File: src/sv/lps_ram.sv
// ----------------------------------------------------------------------------
// lps_ram
// Generic single-write, single-read RAM with registered read data.
// ----------------------------------------------------------------------------
module lps_ram #(
    parameter int WIDTH = 8,
    parameter int DEPTH = 64
) (
    input  logic                                      i_clk,
    input  logic                                      i_we,
    input  logic [((DEPTH > 1) ? $clog2(DEPTH) : 1)-1:0] i_waddr,
    input  logic [WIDTH-1:0]                          i_wdata,
    input  logic [((DEPTH > 1) ? $clog2(DEPTH) : 1)-1:0] i_raddr,
    output logic [WIDTH-1:0]                          o_rdata
);

    logic [WIDTH-1:0] r_mem [DEPTH];
    logic [WIDTH-1:0] r_rdata;

    always_ff @(posedge i_clk) begin
        if (i_we) begin
            r_mem[i_waddr] <= i_wdata;
        end
        r_rdata <= r_mem[i_raddr];
    end

    assign o_rdata = r_rdata;

endmodule

File: config.mk
export PLATFORM = sky130hd
export DESIGN_NAME = lps_ram
export DESIGN_NICKNAME = d
export VERILOG_FILES = /design/src/sv/lps_ram.sv
export SDC_FILE = /design/constraint.sdc
export NUM_CORES = 1
export LEC_CHECK = 0
export ABC_AREA = 1
export BUFFER_PORTS_ARGS = -buffer_cell sky130_fd_sc_hd__buf_2
export CORE_MARGIN = 2
export CORE_UTILIZATION = 30
export DETAILED_ROUTE_END_ITERATION = 7
export GPL_TIMING_DRIVEN = 0
export PLACE_DENSITY_LB_ADDON = 0.05
export SETUP_SLACK_MARGIN = 0.3
export SYNTH_ARGS = -nofsm -noshare
export SYNTH_HDL_FRONTEND = slang
export SYNTH_SLANG_ARGS = --single-unit
File: constraint.sdc
create_clock -name i_clk -period 2.25 [get_ports i_clk]
set_input_delay 0.225 -clock i_clk [delete_from_list [all_inputs] [get_ports i_clk]]
set_output_delay 0.225 -clock i_clk [all_outputs]
set_load 0.05 [all_outputs]
# Word level (Yosys, flattened, before mapping)
# Memory sizes are Yosys's and may differ from the RTL's. A register that Yosys moved wholly into a read port is not among the register bits.
# Cells that the tools add are included.
totals:
  register_bits: 0
  mem_bits_rw: 512
  elab_cells: 3
  out_inout_bits: 8
  input_bits: 22
  mem_count: 1
mem_list:
  columns: ["memory", "words", "word_bits", "rd", "rd_ports_with_merged_regs", "wr", "line", "source"]
  rows:
  - ["r_mem", 64, 8, 1, 1, 1, "17", "logic [WIDTH-1:0] r_mem [DEPTH];"]
classes:
  n_mux: 2
op_table:
  columns: ["cell", "count"]
  rows:
  - ["2-to-1 mux 1 bit", 2]

# Longest topological paths before layout
# Gate-level depths: netlist of run 1.
logic_depth:
  word_depth: 2
  mapped_depth: 12
  ltp_nobuf: 9

# Worst setup path before layout of run 1
# OpenSTA, ideal clock, no wires.
synth_path:
  kind: "input -> register"
  from: "in i_we"
  to: "mem r_mem[48][0] (enable)"
  required_time_ps: 1855
  t_arrival_ps: 1596
  setup_time_ps: 395
  cell_stages: 3
  slack_ps: 259
  cell_sequence: "clkbuf_1 nand4_1 nor4_1"
synth_via:
  elab_chain_len: 2
synth_lines:
  columns: ["element", "line", "source"]
  rows:
  - ["start: declaration", "10", "input logic i_we,"]
  - ["2-to-1 mux 1 bit", "21", "if (i_we) begin"]
  - ["2-to-1 mux 1 bit (implied by the code)", "22", "r_mem[i_waddr] <= i_wdata;"]
  - ["end: declaration", "17", null]
# No other way between the ends.

# Worst setup path after layout of run 1
layout_path:
  from: "in i_waddr[0] (netlist name)"
  to: "mem r_mem[4][4] (enable)"
layout_rtl:
  columns: ["element", "line", "source"]
  rows:
  - ["start: declaration", "11", "input logic [((DEPTH > 1) ? $clog2(DEPTH) : 1)-1:0] i_waddr,"]
# No word-level cell before the write port.

==> flow_summary.yaml, run 1 <==
outcome:
  outcome: "complete, no violations"
critical_path:
  slowest_stage: "nor2_2"
  crit_type: "in2reg"
  startpoint_type: "primary input"
  end_kind: "register"
  cpPeakStageDelay_ns: 0.82
  crit_chain: "clkbuf_1 -> inv_1 -> nand4_1 -> nor2_2"
  cp_max_fo: 9
  arrival_ns: 2.33
  critPathRequiredTime_ns: 2.49
timing:
  fin_crit_sh_pct: 92.9
  slew_viol_final: 0
  slew_headroom_pct: 36.6
  fin_crit_ns: 2.09
  timing.fmax_mhz: 478
  rsz0062_at_grt: "yes"
  hold_viol: 0
  worst_slew_pin_slew_ns: 0.948
  skew_ns: 0.0248
  setup_viol: 0
  fin_hold_ws_ns: 0.0457
drt:
  vias: 14100
  dr.pass1.iters: 5
  viasPerCell: 4.86
  wl_per_cell_um: 25.8
  remaining_drc_errors: 0
  antenna_left: 0
  wl_um: 75100
  drtIter0Drc: 1200
placement:
  dp.cells: 2780
  numPortBuffers: 21
  place.gp.congestion: 0.876
  post-dp-hpwl_um: 51200
layout:
  nFillCells: 6895
  seq_area_sq_mm: 0.0155
  final_cell_mix: "nand2_1 (648), edfxtp_1 (512), nand3_1 (439), clkbuf_16 (63), buf_2 (50)"
  syn2layout_area_growth_pct: 17.7
  multiInputGateArea_sq_mm: 0.00518
  drive_gt1_share_pct: 14.2
  final_common_cell: "nand2_1"
  nNetsFinal: 1936
  stdcell_count: 2907
clocking:
  clk_pin_slew_worst_paths_ns: 0.06
  htree_levels: 2
  clock_path_buffers: 3
  clk-insertion-delay-late_ns: 0.63
  numCtsBuffers: 61
  clock-sinks: 520
  cts_tree: "done"
  root_buffer: "clkbuf_16"
pwr:
  power.internal_mw: 16.7
  clkPwrFrac_pct: 43.7
  power_leakage_nw: 8.93
  swShare_pct: 24.0
  p_comb_share_pct: 7.5
  seqPwrFrac_pct: 48.7
  vdd_drop_max_mv: 0.599
  p_switching_mw: 5.29
  powerDensity_mw_per_mm2: 877
synthesis:
  ys_ff_latch: 520
  syn_area_per_cell_sq_um: 11.8
  yosysUniqueCellTypes: 16
  yosys_warnings: 0
  synthesis.nets: 1827
  ys_seq_area_share_pct: 72.8
  mappedNetlistArea_sq_mm: 0.0213
  syn_inst: 1805
floorplanning:
  rows: 97
  start_util_pct: 30.4
  coreArea_sq_mm: 0.0703
  die_area_sq_mm: 0.0733
  die-width_um: 271
  pin_count: 30
  fp.dieH_um: 271
job:
  maxCapViolCount: 0
global_route:
  grt_max_degree: 65
  grt_pass1_wl_um: 106000
  grt.overflow.total: 0
  grt_use_total_pct: 20.5
  grt_pass1_vias: 14000
  antenna_found_initial: 3
hold_path:
  holdCritPathClass: "in2reg"
-- registers in the layout, summed over array words and instances, names as in the netlist --
register	flops
o_rdata	8
r_mem	512
-- worst max-delay path, delay by kind of cell --
family	cells	cell delay (ns)
AND/OR/NAND/NOR	2	1.53
buffers and inverters	2	0.56
-- worst paths after layout --
kind / cells after the start / endpoint / slack [ns] / startpoint
setup / recovery: 4 / r_mem[4][4] / 0.16 / i_waddr[0]
hold / removal: 1 / r_mem[23][3] / 0.05 / i_wdata[3]
setup reg to reg: 8 / o_rdata[0] / 0.65 / r_mem[55][0]
hold reg to reg: 8 / o_rdata[3] / 0.91 / r_mem[40][3]
-- power by group through the flow --
| stage | logic, mW | registers [mW] | clock network [mW] |
|---|---|---|---|
| after global routing | 1.79 | 10.7 | 10.3 |
| after global placement | 1.60 | 11.0 | 0 |
| after floorplan | 0.753 | 11.0 | 0 |
| after CTS | 1.67 | 10.7 | 9.88 |
| final | 1.66 | 10.7 | 9.64 |
| after detailed placement | 1.65 | 10.9 | 0 |
-- final cells by class --
type                    count  share of cell area (%)
diodes                      1                 0.00996
inverters                  12                   0.199
clock inverters            40                    1.16
plain buffers             113                    3.22
multi-input cells        1160                    20.6
flip-flops and latches    520                    61.8
clock buffers              75                    6.57
repair buffers             46                    1.70
well taps                 940                    4.68
-- logic make-up (layout without fill, tap and decap cells) --
family,Yosys count,count (layout),synth area share (%)
DFF,520,520,72.8
buffers and inverters,125,286,4.02
other,0,1,0
and+or+nand+nor,1160,1160,23.2
-- synth_stat cells, drive strengths merged --
cell	n	area (sq um)
nor2	56	210
nand3	439	2200
edfxtp	512	15400
nand4	9	56.3
clkbuf	15	56.3
dfxtp	8	160
nand2	648	2430
buf	98	752
nor4	8	50.1
inv	12	50.1
-- per-layer routing --
metal  GRT usage [%]  vias up  wire, um
li1                -     6589         -
met1            27.9     7011     33600
met2            33.1      402     35000
met3            3.28      124      3730
met4            7.50        2      2800
met5               0        -        13
-- what timing repair did --
action | 4_1_cts | 5_1_grt
endpoints found under the hold margin | 8 | 0
pin swaps | 2 | 1
gates resized for setup | 48 | 13
hold buffers | 1 | 0
buffers inserted | 5 | 5
endpoints found under the setup margin | 360 | 255
-- through the flow --
stage                     total power [mW]  area, sq um  TNS (ns)  setup slack [ns]  util (%)
after floorplan                       11.8        21300         0             0.259         -
after global placement                12.6        22600   -188.77            -0.904      32.2
after detailed placement              12.6        22900   -216.25            -0.768      32.6
after CTS                             22.3        25000         0             0.130      35.6
after global routing                  22.8        25100         0             0.115      35.7
final                                 22.0        25100         0             0.160      35.7
(Power assumes the default switching activity.)
==> run 2, diff against run 1 <==
Settings changed: BUFFER_PORTS_ARGS -buffer_cell sky130_fd_sc_hd__buf_2 to -buffer_cell sky130_fd_sc_hd__clkbuf_2.
==> flow_summary.yaml, run 2 (synthesized netlist as in run 1, its figures left out) <==
floorplanning:
  rows: 97
  start_util_pct: 30.4
  fp.dieH_um: 271
  coreArea_sq_mm: 0.0703
  die_area_sq_mm: 0.0733
  die-width_um: 271
  pin_count: 30
clocking:
  htree_levels: 2
  clk-insertion-delay-late_ns: 0.63
  clock_path_buffers: 3
  clock-sinks: 520
  numCtsBuffers: 59
  clk_pin_slew_worst_paths_ns: 0.06
  root_buffer: "clkbuf_16"
  cts_tree: "done"
drt:
  remaining_drc_errors: 0
  vias: 14100
  viasPerCell: 4.86
  antenna_left: 0
  drtIter0Drc: 1304
  wl_um: 75100
  dr.pass1.iters: 7
  wl_per_cell_um: 25.9
layout:
  drive_gt1_share_pct: 13.4
  regMostFlops: "r_mem"
  final_cell_mix: "nand2_1 (648), edfxtp_1 (512), nand3_1 (439), clkbuf_16 (61), buf_2 (37)"
  largest_reg_flops: 512
  final_common_cell: "nand2_1"
  nFillCells: 6965
  utilization_pct: 35.6
  nNetsFinal: 1933
  final_cell_area_sq_mm: 0.0250
  syn2layout_area_growth_pct: 17.3
timing:
  slew_viol_final: 0
  rsz0062_at_grt: "yes"
  timing.final.ws_setup_ns: 0.175
  slew_headroom_pct: 34.9
  fin_setup_tns_ns: 0
  timing.fmax_mhz: 482
  setup_viol: 0
  skew_ns: 0.0189
  fin_hold_ws_ns: 0.0681
  worst_slew_pin_slew_ns: 0.973
  fin_crit_sh_pct: 92.2
  hold_viol: 0
  fin_crit_ns: 2.08
pwr:
  seqPwrFrac_pct: 49.1
  powerDensity_mw_per_mm2: 874
  clkPwrFrac_pct: 43.3
  vdd_drop_max_mv: 0.553
  power_leakage_nw: 8.88
  p_switching_mw: 5.16
  power.internal_mw: 16.7
  swShare_pct: 23.6
  p_comb_share_pct: 7.6
critical_path:
  cp_max_fo: 9
  critPathRequiredTime_ns: 2.49
  end_kind: "register"
  arrival_ns: 2.31
  crit_type: "in2reg"
  startpoint_type: "primary input"
global_route:
  grt_use_total_pct: 20.6
  grt_max_degree: 57
  grt_pass1_wl_um: 107000
  grt_pass1_vias: 14000
  antenna_found_initial: 3
  grt.overflow.total: 0
placement:
  post-dp-hpwl_um: 52400
  place.gp.congestion: 0.877
  preCtsSetupSlack_ns: -0.746
  numPortBuffers: 21
  post_dp_cell_area_sq_mm: 0.0229
hold_path:
  holdCritPathClass: "in2reg"
job:
  maxCapViolCount: 0
outcome:
  outcome: "complete, no violations"
==> run 2: cell type report <==
cell class | count | area [sq um] | share of cell area [%]
Multi-Input combinational cell | 1160 | 5140 | 20.5
Tap cell | 940 | 1180 | 4.70
Timing Repair Buffer | 45 | 433 | 1.73
Sequential cell | 520 | 15500 | 62.1
Buffer | 113 | 816 | 3.26
Clock buffer | 76 | 1580 | 6.33
Clock inverter | 30 | 288 | 1.15
Inverter | 12 | 50.0 | 0.200
Antenna cell | 1 | 2.50 | 0.0100
==> run 2: timing repair <==
action                                  4_1_cts  5_1_grt
pin swaps                                     3        0
endpoints found under the setup margin      298      184
hold buffers                                  2        0
gates resized for setup                      39       13
endpoints found under the hold margin        16        0
setup buffers                                 6        0
gates cloned                                  0        0
==> run 2: critical path, stage by stage <==
cell	delay (ns)
clkbuf_1	0.23
inv_1	0.33
nand4_1	0.61
nor2_1	0.91
==> run 2: path summary, 6_finish.rpt <==
path	endpoint	from	slack [ns]	cells past startpoint
hold reg to reg	o_rdata[3]	r_mem[42][3]	0.90	8
setup / recovery	r_mem[38][5]	i_waddr[0]	0.17	4
setup reg to reg	o_rdata[6]	r_mem[53][6]	0.63	8
hold / removal	r_mem[7][4]	i_wdata[4]	0.07	1
==> run 2: power by group through the flow <==
stage | Sequential [mW] | Clock [mW] | Combinational (mW)
after floorplan | 11.0 | 0 | 0.753
after global placement | 11.0 | 0 | 1.60
after detailed placement | 10.9 | 0 | 1.65
after CTS | 10.7 | 9.69 | 1.67
after global routing | 10.7 | 10.1 | 1.79
final | 10.7 | 9.47 | 1.66
==> run 2: through the flow <==
step / instances / total power, mW
after detailed placement: 2782 / 12.6
final: 2897 / 21.9
after floorplan: 1805 / 11.8
after global routing: 2896 / 22.6
after CTS: 2896 / 22.1
after global placement: 2766 / 12.6
==> run 2: metal layers <==
layer | GRT usage, % | vias to the layer above | routed length [um]
li1 | - | 6586 | -
met1 | 28.6 | 7025 | 34300
met2 | 33.9 | 350 | 35300
met3 | 2.24 | 107 | 3240
met4 | 6.51 | 4 | 2260
met5 | 0 | - | 22
==> run 3, diff against run 2 <==
Settings changed: ABC_AREA 1 to default.
==> flow_summary.yaml, run 3 <==
drt:
  viasPerCell: 4.94
  vias: 9590
  antenna_left: 0
  wl_um: 58800
  wl_per_cell_um: 30.3
  drtIter0Drc: 666
  dr.pass1.iters: 4
  remaining_drc_errors: 0
placement:
  post_dp_cell_area_sq_mm: 0.0214
  place.gp.congestion: 0.757
  preCtsSetupSlack_ns: -1.27
  numPortBuffers: 21
  post-dp-hpwl_um: 36900
synthesis:
  synth_top_family_by_area: "multiplexers"
  synth-compound-area-share_pct: 2.07
  synth_xor_area_share_pct: 0
  async_flop_share_pct: 0
  muxShareOfSynthArea_pct: 15.9
  synthesis.nets: 962
  synth-edff-count: 512
  yosysUniqueCellTypes: 40
  syn_inst: 940
  ys.flop_type: "edfxtp_1"
  synth_top_area_cell: "edfxtp_1"
  mappedNetlistArea_sq_mm: 0.0202
  yosys.area_share.simple_pct: 3.39
  synth_area_leaders: "edfxtp_1 (76%), mux4_2 (14%), nor2_1 (1.5%), mux2i_1 (1.1%), dfxtp_1 (0.79%)"
  syn_area_per_cell_sq_um: 21.5
  synth_top_area_share_pct: 76.2
  yosysMostFrequentCell: "edfxtp_1"
  yosys.area_share.adder_pct: 0
  yosys_warnings: 0
  ys_ff_latch: 520
  ys_seq_area_share_pct: 77.0
  synth_common_cells: "edfxtp_1 (512), mux4_2 (126), nor2_1 (83), mux2i_1 (23), nand2_1 (19)"
clocking:
  clk_pin_slew_worst_paths_ns: 0.06
  clock_path_buffers: 3
  numCtsBuffers: 58
  clk-insertion-delay-late_ns: 0.61
  cts_tree: "done"
  clock-sinks: 520
  root_buffer: "clkbuf_16"
  htree_levels: 2
  cts_hold_repair.buffers: 0
critical_path:
  critPathRequiredTime_ns: 2.71
  cp_max_fo: 2
  crit_type: "reg2reg"
  startpoint_type: "register"
  end_kind: "register"
  arrival_ns: 2.51
timing:
  setup_viol: 0
  rsz0062_at_grt: "yes"
  timing.fmax_mhz: 487
  skew_ns: 0.0195
  fin_crit_ns: 2.05
  worst_slew_pin_slew_ns: 0.988
  slew_headroom_pct: 33.9
  fin_hold_ws_ns: 0.141
  timing.final.ws_setup_ns: 0.197
  slew_viol_final: 0
  hold_viol: 0
  fin_crit_sh_pct: 91.2
global_route:
  grt_use_total_pct: 17.1
  antenna_found_initial: 3
  grt_pass1_vias: 10200
  grt_pass1_wl_um: 82300
  grt.overflow.total: 0
  grt_max_degree: 65
layout:
  final_common_cell: "edfxtp_1"
  largest_reg_flops: 512
  nFillCells: 6275
  final_cell_mix: "edfxtp_1 (512), mux4_2 (126), clkbuf_16 (59), nor2_2 (37), nor2_1 (32)"
  nNetsFinal: 1048
  utilization_pct: 35.6
  regMostFlops: "r_mem"
  syn2layout_area_growth_pct: 17.8
  final_cell_area_sq_mm: 0.0238
  drive_gt1_share_pct: 33.8
pwr:
  powerDensity_mw_per_mm2: 876
  vdd_drop_max_mv: 0.625
  power_leakage_nw: 7.21
floorplanning:
  rows: 95
  die-width_um: 263
  pin_count: 30
  die_area_sq_mm: 0.0693
  start_util_pct: 30.2
  coreArea_sq_mm: 0.0668
  fp.dieH_um: 263
hold_path:
  holdCritPathClass: "in2reg"
outcome:
  outcome: "complete, no violations"
job:
  maxCapViolCount: 0
-- run 3: stage by stage --
stage	TNS, ns	power (mW)	cells
4_1_cts	0	21.0	1938
6_report	0	20.8	1941
3_3_place_gp	-182.50	12.2	1834
3_5_place_dp	-202.07	12.2	1835
2_1_floorplan	0	11.6	940
5_1_grt	0	21.5	1940
-- run 3: final cells by class --
class	count	area, sq um	area share (%)
multi-input cells	369	4870	20.5
plain buffers	51	372	1.56
flip-flops and latches	520	15500	65.4
diodes	2	5.00	0.0211
well taps	873	1090	4.60
clock buffers	83	1600	6.72
repair buffers	26	195	0.821
clock inverters	17	100	0.421
-- run 3: worst paths after layout --
kind                     start          to  slack, ns  cells after the start
setup / recovery  r_mem[11][2]  o_rdata[2]       0.20                      5
hold / removal      i_raddr[5]  o_rdata[5]       0.14                      2
setup reg to reg  r_mem[11][2]  o_rdata[2]       0.20                      5
hold reg to reg   r_mem[23][1]  o_rdata[1]       0.97                      4
-- run 3: layer usage --
metal	wire [um]	vias up	track usage [%]	part of all wire, %
li1	-	4118	-	-
met1	27300	5218	24.3	46
met2	28100	172	27.6	48
met3	2070	80	2.58	3.5
met4	1290	2	4.77	2.2
met5	17	-	0	0.029
-- run 3: kinds of logic (layout without fill, tap and decap cells) --
kind of cell / Yosys count / count (layout)
buf+inv: 51 / 177
simple gates: 153 / 153
flops: 520 / 520
mux: 162 / 162
compound gates: 54 / 54
other cells: 0 / 2
-- run 3: critical path: stages (launching register included) --
cell and delay (ns):
edfxtp_1 0.36, mux4_2 0.50, mux4_2 0.57, nor2_4 0.19, nor3_4 0.06, o2bb2ai_2 0.21
-- run 3: repair_timing --
item / in CTS / in global routing
endpoints found under the setup margin: 280 / 288
cloned: 0 / 0
resized for setup: 100 / 52
pin swaps: 10 / 6
endpoints found under the hold margin: 0 / 0
setup buffers: 3 / 0
-- run 3: power by group --
group	leakage [nW]	switching [mW]	internal (mW)
logic	1.71	0.890	0.446
registers	4.67	0.0176	10.7
clock network	0.825	3.76	4.98
