--- src/sv/lps_pkg.sv ---
// ----------------------------------------------------------------------------
// lps_pkg
// Shared types and constants of the light pattern sequencer.
// ----------------------------------------------------------------------------
package lps_pkg;

    // Default sizes
    localparam int NUM_STYLES_DEF  = 64;
    localparam int PATTERN_LEN_DEF = 64;

    // Field widths
    localparam int KIND_W   = 2;
    localparam int STYLE_W  = 6;
    localparam int POS_W    = 6;
    localparam int LETTER_W = 8;
    localparam int LEN_W    = 6;
    localparam int TIME_W   = 31;
    localparam int STEP_W   = 25;
    localparam int LEVEL_W  = 13;
    localparam int WHITE_W  = 15;

    // Divider: one iteration per step bit, divisor is a pattern length
    localparam int DIVR_W    = 7;
    localparam int DIV_ITER  = STEP_W;
    localparam int DIV_CNT_W = $clog2(DIV_ITER + 1);

    // Arithmetic constants
    localparam int                    STEP_MS     = 100;
    // ceil(2^33 / 25): floor(t / 100) = ((t >> 2) * STEP_RECIP) >> 33 for t < 2^31
    localparam logic [TIME_W-3:0]     STEP_RECIP  = 29'd343597384;
    localparam int                    STEP_SH     = 33;
    localparam logic [LETTER_W-1:0]   LETTER_DARK = 8'd97;
    localparam logic signed [LEVEL_W-1:0] FULL_LEVEL = 13'sd256;
    // ceil(2^16 / 3): exact floor(x / 3) for x below 2^15
    localparam logic [14:0]           RECIP3      = 15'd21846;
    localparam int                    RECIP3_SH   = 16;

    // Request kinds
    typedef enum logic [KIND_W-1:0] {
        KIND_LETTER = 2'd0,
        KIND_LENGTH = 2'd1,
        KIND_CLEAR  = 2'd2,
        KIND_TIME   = 2'd3
    } t_kind;

    // Sequencer states
    typedef enum logic [2:0] {
        ST_IDLE,
        ST_STEP_CHK,
        ST_LEN_RD,
        ST_LEN_CHK,
        ST_MOD_DIV,
        ST_PAT_RD,
        ST_EMIT
    } t_state;

    // Divider status
    typedef struct packed {
        logic busy;
        logic done;
    } t_div_stat;

endpackage

--- src/sv/lps_div.sv ---
// ----------------------------------------------------------------------------
// lps_div
// Restoring divider, one quotient bit per cycle, giving step mod pattern
// length for the pattern index.
// ----------------------------------------------------------------------------
module lps_div (
    input  logic                          i_clk,
    input  logic                          i_rst_n,
    input  logic                          i_start,
    input  logic [lps_pkg::STEP_W-1:0]    i_dividend,
    input  logic [lps_pkg::DIVR_W-1:0]    i_divisor,
    output lps_pkg::t_div_stat            o_stat,
    output logic [lps_pkg::DIVR_W-1:0]    o_remainder
);

    import lps_pkg::*;

    logic                  r_busy;
    logic                  r_done;
    logic [DIV_CNT_W-1:0]  r_cnt;
    logic [STEP_W-1:0]     r_quo;
    logic [DIVR_W-1:0]     r_rem;
    logic [DIVR_W-1:0]     r_div;

    logic [DIVR_W:0]       trial;
    logic [DIVR_W:0]       diff;
    logic                  ge;
    logic [DIVR_W-1:0]     n_rem;

    // One iteration: shift in next dividend bit, subtract if it fits
    always_comb begin
        trial = {r_rem, r_quo[STEP_W-1]};
        diff  = trial - {1'b0, r_div};
        ge    = (trial >= {1'b0, r_div});
        n_rem = ge ? diff[DIVR_W-1:0] : trial[DIVR_W-1:0];
    end

    // Control
    always_ff @(posedge i_clk) begin
        if (!i_rst_n) begin
            r_busy <= 1'b0;
            r_done <= 1'b0;
            r_cnt  <= '0;
        end else begin
            r_done <= 1'b0;
            if (i_start) begin
                r_busy <= 1'b1;
                r_cnt  <= DIV_CNT_W'(DIV_ITER);
            end else if (r_busy) begin
                r_cnt <= r_cnt - DIV_CNT_W'(1);
                if (r_cnt == DIV_CNT_W'(1)) begin
                    r_busy <= 1'b0;
                    r_done <= 1'b1;
                end
            end
        end
    end

    // Datapath
    always_ff @(posedge i_clk) begin
        if (i_start) begin
            r_quo <= i_dividend;
            r_rem <= '0;
            r_div <= i_divisor;
        end else if (r_busy) begin
            r_quo <= {r_quo[STEP_W-2:0], ge};
            r_rem <= n_rem;
        end
    end

    assign o_stat.busy  = r_busy;
    assign o_stat.done  = r_done;
    assign o_remainder  = r_rem;

    // A new division never starts over one in flight
    a_no_restart: assert property (@(posedge i_clk) disable iff (!i_rst_n)
        i_start |-> !r_busy)
        else $error("divider started while busy");

endmodule

--- config.mk ---
export PLATFORM = sky130hd
export DESIGN_NAME = lps_div
export DESIGN_NICKNAME = d
export VERILOG_FILES = /design/src/sv/lps_pkg.sv /design/src/sv/lps_div.sv
export SDC_FILE = /design/constraint.sdc
export NUM_CORES = 1
export LEC_CHECK = 0
export BUFFER_PORTS_ARGS = -buffer_cell sky130_fd_sc_hd__buf_2
export CORE_ASPECT_RATIO = 0.9
export CORE_UTILIZATION = 35
export DETAILED_ROUTE_END_ITERATION = 10
export GPL_ROUTABILITY_DRIVEN = 1
export GPL_TIMING_DRIVEN = 0
export PLACE_DENSITY = 0.65
export RECOVER_POWER = 100
export SLEW_MARGIN = 20
export SYNTH_ARGS = -nofsm -noshare
export SYNTH_HDL_FRONTEND = slang
export SYNTH_SLANG_ARGS = --single-unit
export TNS_END_PERCENT = 5
--- constraint.sdc ---
create_clock -name i_clk -period 3 [get_ports i_clk]
set_input_delay 0.9 -clock i_clk [delete_from_list [all_inputs] [get_ports i_clk]]
set_output_delay 0.9 -clock i_clk [all_outputs]
set_load 0.01 [all_outputs]
=== Yosys cells after proc, flatten, opt, wreduce, memory -nomap -nowiden ===
Index checks and enable logic that the tools add are counted.
W data, S select, Z words.

* Add/subtract/negate cells: 2
* $mul: 0
* Divide/modulo/power cells: 0
* $lt $le $gt $ge: 1
* Equal/unequal tests: 1
* Shift-type cells: 0
* Muxes and demuxes: 9
* Bitwise logic cells: 2
* Reduce and logical (&&, ||, !) cells: 3

{| class="wikitable"
|+ Operator list
! operator !! count
|-
| $mux W25 || 2
|-
| $mux W5 || 2
|-
| $ge A8 B7 Y1 || 1
|-
| $mux W7 || 1
|-
| $sub A7 B7 Y7 || 1
|-
| $eq A5 B1 Y1 const B || 1
|-
| $sub A5 B1 Y5 const B || 1
|-
| $mux W1 || 4
|-
| $reduce_or A3 Y1 || 1
|-
| $not A1 Y1 || 2
|-
| $reduce_bool A2 Y1 || 1
|-
| $reduce_or A2 Y1 || 1
|}

* Register bits: 46
* Latch bits: 0
* Memory bits (writable): 0
* ROM bits: 0
* Output and inout bits: 9
* Logic and storage cells: 25
* Memories kept: 0

=== Logic depth before layout (Yosys ltp) ===
Gate-level depths: netlist (run 1).

* Word-level depth: 4
* Depth in mapped cells: 9
* Depth with buffers taken out: 8

=== Worst setup path before layout (run 1) ===
No wires, ideal clock.

* Kind: reg-to-reg
* Start point: register r_quo[24]
* End point: register r_quo[0] (data pin)
* Arrival time: 1.992 ns
* Slack: 0.878 ns
* Stages on the path, launching flop included: 10
* Period minus slack after synthesis: 2.122 ns
* Cells stage by stage: edfxtp_1 -> inv_1 -> ha_1 -> fa_1 -> and2b_1 -> o22ai_2 -> a221oi_4 -> or2_1 -> buf_6 -> mux2_2

* Cells in the longest elaborated chain, start to end: 3

{| class="wikitable"
|+ Ends and longest elaborated chain
! item !! RTL line !! RTL
|-
| start: declaration || lps_div.sv:21 || <nowiki>logic [STEP_W-1:0] r_quo;</nowiki>
|-
| start signal: assignment || lps_div.sv:62 || <nowiki>r_quo <= i_dividend;</nowiki>
|-
| start signal: assignment || lps_div.sv:66 || <nowiki>r_quo <= {r_quo[STEP_W-2:0], ge};</nowiki>
|-
| $ge A8 B7 Y1 || lps_div.sv:34 || <nowiki>ge = (trial >= {1'b0, r_div});</nowiki>
|-
| $mux W25 || lps_div.sv:65 || <nowiki>end else if (r_busy) begin</nowiki>
|-
| $mux W25 || lps_div.sv:61 || <nowiki>if (i_start) begin</nowiki>
|}

No other way between the ends. The select of a mux whose other input is x is not followed.
A chain may end at the register's enable or synchronous reset.

=== Final worst setup path (run 1) ===
Ends and elaborated chain as after synthesis.

==> impl_results.md, run 1 <==
- CTS tree: built
- Root Buffer Master: clkbuf_8
- FF-to-FF setup slack: just over 400 ps
- CP max FO: 9
- Largest net degree at the start of global routing: 26
- Worst skew pair latency: roughly 310 ps
- Async set-or-reset flop fraction in the synthesized netlist: 0%
- Met1 GRT Util: between 15 and 20%
- Number of global-route vias before repair: 1530
- Area delta synth->final: 17.5%
- Largest stage delay, worst path: ~580 ps
- Max Cap Violations: 0
- Rows: 27
- Syn Nets: ~230
- PD cells: roughly 530 nW/um^2
- CTS buffer count: 5
- Sw Share: about a quarter
- NetSw: approximately 340 uW
- Main combinational cell family by area after synthesis: multiplexers
- Synth Area in Compound Gates: a little under a tenth
- Post-synth top area cell: edfxtp_1
- Routed Antenna Nets: 0
- Grt total ovfl: 0
- YS warnings: 0
- Least-Margin Pin Slew: around 940 ps
- Sequential Power Share: approximately 54%
- Share of cells above drive strength 1: 31.3%
- Synth Flop Type: edfxtp_1
- Synth Area in Adders: about 5.7%
- Placed cells: between 300 and 400
- Total GRT Usage: 13.9%
- # nets final: 284
- Leading cell type by number of instances after synthesis: edfxtp_1
- Crit path max-delay cell type: a221oi_2
- Min Tclk post-route: ~2600 ps
- Final wirelength: 4270 um
- Setup ws final: approximately 400 ps
- Vias post-DR: 1549
- Pint: approximately 1.1 mW
- Routed WL per cell: around 13 um
- Die height: 79.0 um
- Met3 GRT Util: 4.26%
- Worst r2r dst: r_quo[0]
- Vias/cell: ~4.7
- Post-CTS Hold Fix Bufs: 0
- Seq/Total Area, Yosys: 53.8%
- Post-CTS sizing: 0
- Hold Path Sink: o_remainder[6]
- Max Fclk: roughly 390 MHz
- Post-Route Utilization: a little over two fifths
- Status: complete, no violations
- Syn Inst Count: between 150 and 200
- Mapped cell area: 2310 um^2
- Hold slack: roughly 500 ps
- Slew Viols, Final: 0
- CTS Buffer Depth: 2
- Mux cell area share after synthesis: about an eighth
- Fin area: between 2000 and 3000 um^2
- Final Cycle Share: 86.5%
- Netlist cell types: 43
- Post-route clock skew: 13.3 ps
- Setup crit start kind: flip-flop
- PortBufs: between 40 and 50
- Initial antenna violation count: 0
- Top Ports: 44
- Post-synth top area share: about two fifths
- Hold Path Origin: o_remainder[6]
- Average size of a mapped cell: 12.2 um^2
- Rel. slew slack: approximately 37%
- Xor/xnor cell area share of the yosys netlist: 1.90%
- Post-synth EDFFs: 32
- Die Area: ~7000 um^2
- Synth top cells by count: edfxtp_1, mux2_2, inv_1
- Total leakage power: between 1 and 1.5 nW
- Post-CTS Setup Inserts: 0
- Fin. Hold Viols: 0
- Final setup fails: 0
- Final Total Pwr: ~1.4 mW
- Crit path required time: 3170 ps
- HPWL after DPL: approximately 3100 um
- TNS Setup: 0 ps
- First-pass GRT wire length: 7340 um
- Die width: roughly 90 um
- Ant. Diodes: 0
- Yosys reg bits: 46
- TritonRoute pass-1 iters: 6
- Setup CP Type: flip-flop to flip-flop
- # clock sinks: 46
- Crit-path cells: inv_1 > ha_1 > fa_1 > and2b_1 > o22ai_1 > a221oi_2 > or2_0 > buf_6 > mux2_2
- Placed Area: 2630 um^2
- Arr. time, crit path: around 2800 ps
- Reg2reg start: r_quo[24]
- Initial Util: about 37%
- Crit end category: flip-flop
- Hold Crit Class: flip-flop to flip-flop
- Unrepaired setup endpoints after global routing: no
- Dpl ws: 296 ps
- Power share of the clock group: about a third
- Post-Synth Simple-Gate Area: about 11%
- Clock-pin slew on the worst setup and hold paths: 100 ps
- Residual DRC count: 0
- CTS H-tree depth: 2
- Iter 0 DRT Violations: approximately 130
- Worst vdd ir: roughly 0.29 mV
- Synth area leaders: edfxtp_1, mux2_2, dfxtp_1, ha_1, inv_1
- Non-filler cells, final: approximately 330
- Met2 global-route usage: about a fifth
- GRT Max-Usage Layer: met2
- GPL Wtd Cong: 0.754
- Core Box Area: 6250 um^2
- Gate power share: between 10 and 15%
- Worst hold path depth: 2
- FF-to-FF path depth: 9
[power by group through the flow]
| stage | clock [mW] | combinational [mW] | sequential [mW] |
|---|---|---|---|
| floorplan | 0 | 0.146 | 0.773 |
| global placement | 0 | 0.200 | 0.778 |
| detailed placement | 0 | 0.205 | 0.779 |
| CTS | 0.478 | 0.206 | 0.765 |
| global route | 0.504 | 0.226 | 0.772 |
| finish | 0.466 | 0.197 | 0.764 |
[kinds of logic after synthesis]
family,count (synthesis)
xor gates and xnor gates,5
muxes,27
adders and majority gates,10
buffers and inverters,26
AOI/OAI and AO/OA,26
and+or+nand+nor,49
DFF,46
[layout by cell type, fill, tap and decap left out, types with 2 or more instances in the layout]
cell type | Yosys | final
buf_1 | 2 | 2
nand2b_1 | 3 | 3
a21oi_1 | 3 | 3
xor2_1 | 5 | 5
clkbuf_8 | 0 | 5
nor2_1 | 13 | 13
nor3b_1 | 2 | 2
mux2_2 | 26 | 25
o21ai_0 | 4 | 4
nor2b_1 | 3 | 3
o211ai_1 | 5 | 5
ha_1 | 9 | 9
o221ai_1 | 3 | 3
dfxtp_1 | 14 | 14
buf_4 | 3 | 2
edfxtp_1 | 32 | 32
nor3_1 | 4 | 4
nor4b_1 | 2 | 2
nand2_1 | 12 | 12
buf_2 | 0 | 34
clkbuf_1 | 5 | 14
inv_1 | 15 | 15
clkinvlp_4 | 0 | 2
[cell type report]
class                      instances  area [um^2]
inverter                          15         56.3
tap                               87          109
buffer                            11         60.1
clock inverter                     3         45.0
sequential                        46         1240
multi-input combinational        117          926
fill                             606         3540
timing repair buffer              43          204
clock buffer                       5         68.8
[worst max-delay path: cells and delay by family, from the launching register on]
| kind | cells | cell delay [ps] |
|---|---|---|
| buffers and inverters | 2 | 190 |
| adder cells (fa/ha/maj) | 2 | 600 |
| AND/OR/NAND/NOR | 2 | 460 |
| flip-flops | 1 | 370 |
| AO/OA/AOI/OAI | 2 | 700 |
| multiplexers | 1 | 140 |
[metal layers]
metal | vias up | routed length, um | share of wire (%)
li1 | 780 | - | -
met1 | 731 | 2100 | 49
met2 | 33 | 1910 | 45
met3 | 5 | 211 | 4.9
met4 | 0 | 49 | 1.1
met5 | - | 0 | 0
[state kept, by name, summed over array words and instances, names as in the netlist]
name / count
o_remainder: 7
r_cnt: 5
r_done: 1
r_quo: 25
r_div: 7
r_busy: 1
[worst max-delay path by stage]
stage                         start        end  slack (ps)  cells after the start
after CTS                   i_start  r_quo[22]         610                      4
after floorplan           r_quo[24]   r_quo[0]         880                      9
after global placement      i_start  r_quo[12]         280                      4
after global routing      r_quo[24]   r_quo[0]         250                      9
after detailed placement    i_start  r_quo[19]         300                      4
final                     r_quo[24]   r_quo[0]         400                      9
(Power assumes the default switching activity.)
==> run 2: changes to the inputs <==
- REMOVE_ABC_BUFFERS: default -> 1
==> run 2 against run 1 <==
  * Via count shrank 1.4%
  * Highest routed layer unchanged
  * Utilization is 1.1 points lower
  * Register-to-register slack worse by 80 ps
  * Final area shrank 2.5%
  * Maximum frequency decreased by 4.5%
  * Die area did not move
  * Global-route usage is 0.35 points lower
  * Sequential share of layout area grew 1.2 points
  * Clock power decreased by 0.9%
  * Power decreased by 0.74%
==> impl_results.md, run 2 (synthesis results as in run 1) <==
- Reg2reg start: r_quo[24]
- Grt total ovfl: 0 (unchanged)
- Final wirelength: 4260 um (-0.28%)
- Top Ports: 44 (unchanged)
- CP max FO: 41 (+32)
- Worst vdd ir: 0.208 mV (-27%)
- Hold slack: 506 ps (+8.87 ps)
- Fin. Hold Viols: 0 (unchanged)
- Metal-1 WL: 2020 um (-4.0%)
- Iter 0 DRT Violations: 48 (-62%)
- PortBufs: 43 (unchanged)
- Vias post-DR: 1528 (-1.4%)
- Fillers: 605 (-0.17%)
- Crit end category: flip-flop
- Max FFs per register: 25 (unchanged)
- Max Cap Violations: 0 (unchanged)
- PD cells: 536 nW/um^2 (+1.8%)
- Setup crit start kind: input pin
- Setup ws final: 283 ps (-121 ps)
- Most flop-heavy register: r_quo
- Total GRT Usage: 13.6% (-0.35 points)
- Metal2 WL: 1970 um (+3.5%)
- Worst r2r dst: r_quo[0]
- Die width: 87.6 um (unchanged)
- Status: complete, no violations
- Root Buffer Master: clkbuf_8
- Rel. slew slack: 38.0% (+0.76 points)
- Commonest non-fill, non-tap cell in the layout: buf_2
- CTS Buffer Depth: 2 (unchanged)
- Worst skew pair latency: 300 ps (about the same)
- Slew Viols, Final: 0 (unchanged)
- FF-to-FF setup slack: 320 ps (-80 ps)
- Core Box Area: 6250 um^2 (unchanged)
- Max Fclk: 368 MHz (-4.5%)
- Initial antenna violation count: 0 (unchanged)
- Final setup fails: 0 (unchanged)
- TritonRoute pass-1 iters: 4 (-2)
- Area delta synth->final: 14.5%
- Initial Util: 36.9% (unchanged)
- Final Cycle Share: 90.6% (+4.0 points)
- Min Tclk post-route: 2720 ps (+121 ps)
- Share of cells above drive strength 1: 30.6% (-0.68 points)
- Unrepaired setup endpoints after global routing: no
- Hold Crit Class: flip-flop to flip-flop
- Post-Route Utilization: 42.3% (-1.1 points)
- FF-to-FF path depth: 8 (-1)
- HPWL after DPL: 2900 um (-7.7%)
- Vias/cell: 4.84 (+2.1%)
- Largest net degree at the start of global routing: 42 (+62%)
- First-pass GRT wire length: 7190 um (-2.1%)
- Post-CTS Setup Inserts: 0 (unchanged)
- Rows: 27 (unchanged)
- Top Metal Used: met4
- Crit path required time: 2920 ps (-250 ps)
- Worst hold path depth: 2 (unchanged)
- # nets final: 273 (-3.9%)
- Commonest non-fill, non-tap cells in the layout: buf_2, edfxtp_1, mux2_2
- # clock sinks: 46 (unchanged)
- Hold Path Sink: o_remainder[6]
- CTS H-tree depth: 2 (unchanged)
- TNS Setup: 0 ps (unchanged)
- Routed WL per cell: 13.5 um (+3.2%)
- CTS buffer count: 5 (unchanged)
- Post-CTS sizing: 0 (unchanged)
- Least-Margin Pin Slew: 929 ps (-11.4 ps)
- CTS tree: built
- Routed Antenna Nets: 0 (unchanged)
- Post-route clock skew: 5.80 ps (-7.46 ps)
- Ant. Diodes: 0 (unchanged)
- Arr. time, crit path: 2640 ps (-130 ps)
- Post-CTS Hold Fix Bufs: 0 (unchanged)
- Total leakage power: 1.05 nW (-2.4%)
- Die height: 79.0 um (unchanged)
- DR WL met3: 214 um (+1.4%)
- Number of global-route vias before repair: 1623 (+6.1%)
- Placed cells: 308 (-3.4%)
- Die Area: 6920 um^2 (unchanged)
- Dpl ws: -100 ps (-396 ps)
- GPL Wtd Cong: 0.828 (+9.9%)
- Hold Path Origin: o_remainder[6]
- Residual DRC count: 0 (unchanged)
- Setup CP Type: input pin to flip-flop
- Non-filler cells, final: 316 (-3.4%)
- Clock-pin slew on the worst setup and hold paths: 90 ps (about the same)
[run 2: final cells by class]
type	count	area (um^2)	share of cell area [%]
Sequential cell	46	1240	47.0
Tap cell	87	109	4.12
Timing Repair Buffer	43	204	7.72
Clock buffer	7	76.3	2.89
Inverter	15	56.3	2.13
Clock inverter	1	30.0	1.14
Multi-Input combinational cell	117	926	35.0
[run 2: per-stage QoR]
step | cell area, um^2 | power (mW)
after CTS | 2680 | 1.44
after floorplan | 2250 | 0.907
after global placement | 2570 | 0.968
final | 2640 | 1.42
after global routing | 2640 | 1.49
after detailed placement | 2570 | 0.976
[run 2: layer usage]
metal	vias to the layer above	track usage, %
met3	4	4.99
met4	0	6.23
met1	730	15.7
met5	-	0
met2	36	22.3
li1	758	-
[run 2: worst max path at each step]
| stage | startpoint | endpoint | slack (ps) | depth (start not counted) |
|---|---|---|---|---|
| after global routing | i_start | r_quo[14] | 80 | 3 |
| final | i_start | r_quo[15] | 280 | 3 |
| after CTS | i_start | r_quo[12] | 240 | 3 |
| after global placement | i_start | r_quo[6] | -80 | 3 |
| after floorplan | r_quo[24] | r_quo[0] | 860 | 8 |
| after detailed placement | i_start | r_quo[14] | -100 | 3 |
[run 2: critical path: stages]
cell and delay, ps:
buf_2 630, nor2_1 320, inv_1 770
[run 2: where the power goes]
group	leakage, nW	internal [mW]	total, mW	switching (mW)
clock network	0.0524	0.250	0.462	0.212
registers	0.435	0.743	0.768	0.0251
logic	0.560	0.0926	0.186	0.0937
